`config.mk`:
```
export PLATFORM = sky130hd
export DESIGN_NAME = bdq_cell
export DESIGN_NICKNAME = d
export VERILOG_FILES = /design/src/rtl/core/bdq_pkg.sv /design/src/rtl/core/bdq_cell.sv
export SDC_FILE = /design/constraint.sdc
export NUM_CORES = 1
export LEC_CHECK = 0
export BUFFER_PORTS_ARGS = -buffer_cell sky130_fd_sc_hd__clkbuf_2
export CORE_MARGIN = 2
export CORE_UTILIZATION = 41
export CTS_CLUSTER_DIAMETER = 100
export DETAILED_ROUTE_END_ITERATION = 6
export PLACE_DENSITY = 0.82
export REMOVE_ABC_BUFFERS = 1
export SLEW_MARGIN = 20
export SYNTH_ARGS = -nofsm -noshare
export SYNTH_HDL_FRONTEND = slang
export SYNTH_SLANG_ARGS = --single-unit
export TNS_END_PERCENT = 30
```
`constraint.sdc`:
```
create_clock -name clk_i -period 3 [get_ports clk_i]
set_clock_uncertainty 0.15 [all_clocks]
set_input_delay 0.3 -clock clk_i [delete_from_list [all_inputs] [get_ports clk_i]]
set_output_delay 0.3 -clock clk_i [all_outputs]
set_load 0.05 [all_outputs]
```
`src/rtl/core/bdq_pkg.sv`:
```
// Shared types and constants for the bounded deque with insert.
// Holds operation codes, item structs and the cell control struct.
// No dependencies.
package bdq_pkg;

  // Default number of element cells
  localparam int unsigned BDQ_CAPACITY = 64;

  // Width of one stored element
  localparam int unsigned ELEM_W = 32;

  // Operation codes carried by each input item
  typedef enum logic [2:0] {
    OP_PUSH_FRONT = 3'd0,
    OP_PUSH_BACK  = 3'd1,
    OP_INSERT     = 3'd2,
    OP_POP_FRONT  = 3'd3,
    OP_POP_BACK   = 3'd4
  } bdq_op_e;

  // Input item
  typedef struct packed {
    logic [2:0]               operation;
    logic [7:0]               position;
    logic signed [ELEM_W-1:0] value;
  } bdq_in_t;

  // Result item
  typedef struct packed {
    logic signed [ELEM_W-1:0] front_value;
    logic signed [ELEM_W-1:0] back_value;
    logic [6:0]               element_count;
    logic                     is_empty;
    logic                     dropped;
  } bdq_out_t;

  // Command broadcast to every cell in the chain
  typedef struct packed {
    logic                     insert_en;
    logic                     pop_front;
    logic signed [ELEM_W-1:0] value;
  } bdq_ctrl_t;

endpackage

```
`src/rtl/core/bdq_cell.sv`:
```
// One element cell of the deque chain.
// Depends on bdq_pkg for the element width and the command struct.
// Takes a new value, its lower neighbour's value or its upper neighbour's value, or holds.
module bdq_cell
  import bdq_pkg::*;
#(
  parameter int unsigned CNT_W = 7,
  parameter int unsigned INDEX = 0
) (
  input  logic                     clk_i,
  input  bdq_ctrl_t                ctrl_i,
  input  logic [CNT_W-1:0]         pos_i,
  input  logic signed [ELEM_W-1:0] lower_i,
  input  logic signed [ELEM_W-1:0] upper_i,
  output logic signed [ELEM_W-1:0] value_o
);

  logic signed [ELEM_W-1:0] value_q, value_d;
  logic                     at_pos;
  logic                     above_pos;

  assign at_pos    = (pos_i == CNT_W'(INDEX));
  assign above_pos = (CNT_W'(INDEX) > pos_i);

  // Select next content: shift down on pop, open a gap on insert, else hold
  always_comb begin
    value_d = value_q;
    if (ctrl_i.pop_front) begin
      value_d = upper_i;
    end else if (ctrl_i.insert_en) begin
      if (at_pos) begin
        value_d = ctrl_i.value;
      end else if (above_pos) begin
        value_d = lower_i;
      end
    end
  end

  // Payload register without reset; contents stay undefined until written
  always_ff @(posedge clk_i) begin
    value_q <= value_d;
  end

  assign value_o = value_q;

endmodule
```
==> summary.md <==
| Metric | Value |
|---|---|
| Status | `completed` |
| Num rows | `25` |
| GRT Total Usage | `20.56%` |
| Worst slew margin | `33.05%` |
| FF+latch area | `960.9 um2` |
| TritonCTS Buffers | `5` |
| Largest net degree at the start of global routing | `40` |
| Fill cells | `420` |
| Post-synthesis mux area share | `0%` |
| Cell taking the most area after synthesis | `edfxtp_1` |
| Final period util | `59.41%` |
| DRT antenna net count | `0` |
| I/O Buffers | `137` |
| TritonCTS clock tree | `yes` |
| Tmin final | `1.782 ns` |
| Postcts setup bufs | `0` |
| Placed cell area | `2628 um2` |
| Final Hold Fails | `0` |
| Met3 usage | `5.525%` |
| Max Cap Violations | `0` |
| Die Width | `72.78 um` |
| Residual DRC count | `0` |
| Crit Path Class | `in -> reg` |
| Post-synthesis adder-cell area fraction | `0%` |
| Clock tree buffer depth | `2` |
| Met1 usage | `24.71%` |
| Post-Synth XOR/XNOR Area | `0%` |
| Wirelength, routed | `5536 um` |
| HPWL Detailed | `3812 um` |
| Post-synth top area share | `49.55%` |
| Max Fclk | `561.0 MHz` |
| Hold buffers post-CTS | `0` |
| Leakage dissipation | `1.161 nW` |
| Switching share of total power | `33.05%` |
| Vias in the first global route | `1896` |
| Post-Syn Area | `1939 um2` |
| 1st-iter DRT viols | `152` |
| Final setup fails | `0` |
| Type of origin of the critical path | `input port` |
| Die area | `5296 um2` |
| Crit. End Element | `register` |
| Max rail drop VDD | `0.2301 mV` |
| Starting density of the core | `41.89%` |
| Most used flip-flop cell after synthesis | `edfxtp_1` |
| Clock power frac | `24.5%` |
| Worst-path clk slew | `0.06 ns` |
| DR vias/cell | `5.660` |
| Seq cells post-synth | `32` |
| Number of flops mapped to enable cells by yosys | `32` |
| P_int | `820.1 uW` |
| Crit Path Max Fanout | `33` |
| Crit path DAT | `1.58 ns` |
| Yosys warns | `0` |
| Post-cts repair resize count | `0` |
| Main combinational cell family by area after synthesis | `compound AO/OA/AOI/OAI gates` |
| Synthesis-to-layout area growth | `39.61%` |
| Post-synthesis simple-gate area fraction | `12.71%` |
| Die Y | `72.78 um` |
| Worst hold path class | `in -> reg` |
| Wire length per cell | `14.84 um` |
| WP data required | `2.80 ns` |
| Grt met2 use | `34.85%` |
| Inserted Diodes | `0` |
| Worst Hold Launch | `upper_i[31]` |
| Largest register FFs | `32` |
| Non-filler instance count after layout | `373` |
| Global route overflow | `0` |
| H-tree lvl count | `2` |
| Placed insts | `365` |
| Worst-Margin Slew | `1.003 ns` |
| Cell area power density | `452.4 nW/um2` |
| Synth Area in Compound Gates | `31.35%` |
| Post-Layout Inst Area | `2708 um2` |
| Initial antenna violation count | `0` |
| Post-synth top cells | `a21oi_1, a41oi_1, edfxtp_1, nor2b_1, o21ai_1` |
| Synth top area cells | `edfxtp_1, a41oi_1, nor2b_1` |
| Detailed-route via count | `2111` |
| Sequential share of the synthesized area | `49.55%` |
| Switch Pwr | `404.9 uW` |
| Top Usage Layer GRT | `met2` |
| Post-synth cell types | `15` |
| Max Slew Vio Count | `0` |
| Mapped Cells | `189` |
| Nets@finish | `424` |
| Critical path origin | `pos_i[5]` |
| Final GP Congestion | `0.8100` |
| Seq pwr share | `45.1%` |
| Synthesized area per cell | `10.26 um2` |
| Setup tns final | `0 ns` |
| CTS Sinks | `32` |
| Logic gate share of total power | `30.3%` |
| RSZ-0062 raised after global routing | `no` |
| # IOs | `138` |
| Root buffer cell | `clkbuf_8` |
| Async set-reset flop share out of synthesis | `0%` |
| DRT Pass-1 Iters | `4` |
| Area of the multi-input gates | `857.1 um2` |
| Layout cell share with drive strength beyond 1 | `47.65%` |
| Core area | `4629 um2` |
| Global-route wire length before repair | `8431 um` |
## worst max-delay path, cell delays in order
cell,delay (ns)
clkbuf_2,0.09
or3_1,0.37
buf_4,0.26
nor2_1,0.13
a21o_1,0.14
buf_4,0.28
## routing by layer
metal | vias up | wire length (um)
li1 | 1007 | -
met1 | 981 | 2228
met2 | 109 | 2708
met3 | 14 | 458
met4 | 0 | 141
met5 | - | 0
## logic make-up after synthesis
kind of cell	Yosys count
AND/OR/NAND/NOR	37
AO/OA/AOI/OAI	97
flip-flops	32
buffers and inverters	23
## final cells by class
class	instances	area share, %
repair buffers	144	27.26
inverters	1	0.1386
multi-input cells	134	31.65
clock inverters	1	0.1386
well taps	54	2.495
clock buffers	7	2.819
flip-flops and latches	32	35.49
## power groups by stage
stage | logic, mW | registers [mW] | clock network, mW
6_report | 0.371 | 0.553 | 0.301
3_3_place_gp | 0.367 | 0.562 | 0
2_1_floorplan | 0.0803 | 0.711 | 0
5_1_grt | 0.397 | 0.557 | 0.325
4_1_cts | 0.373 | 0.553 | 0.313
3_5_place_dp | 0.372 | 0.563 | 0
## through the flow
step	utilization, %	power [mW]	worst slack, ns	hold slack, ns
2_1_floorplan	-	0.7917	0.5515	0.3791
3_3_place_gp	56.76	0.9297	0.9665	0.4747
3_5_place_dp	56.76	0.9345	0.9209	0.4798
4_1_cts	58.49	1.239	1.213	0.1869
5_1_grt	58.49	1.279	1.121	0.1998
6_report	58.49	1.225	1.218	0.1982
## final timing paths
check / end / slack (ns) / cells past startpoint
setup / recovery: value_o[29] / 1.22 / 6
hold / removal: value_o[31] / 0.20 / 3
## placed cells by master, fill, tap and decap left out
cell	Yosys	final
clkinv_1	0	1
inv_1	1	1
a21oi_1	32	32
nor2_2	0	1
edfxtp_1	32	32
clkbuf_8	0	5
nor2b_1	32	32
o21ai_1	32	32
a41oi_1	32	32
nor4_4	1	1
nor2_1	2	1
buf_4	0	7
or4_4	1	1
a21o_1	1	1
or3_1	1	1
clkbuf_1	13	2
clkbuf_2	0	137
No activity file was read; power rests on OpenSTA's default activity.
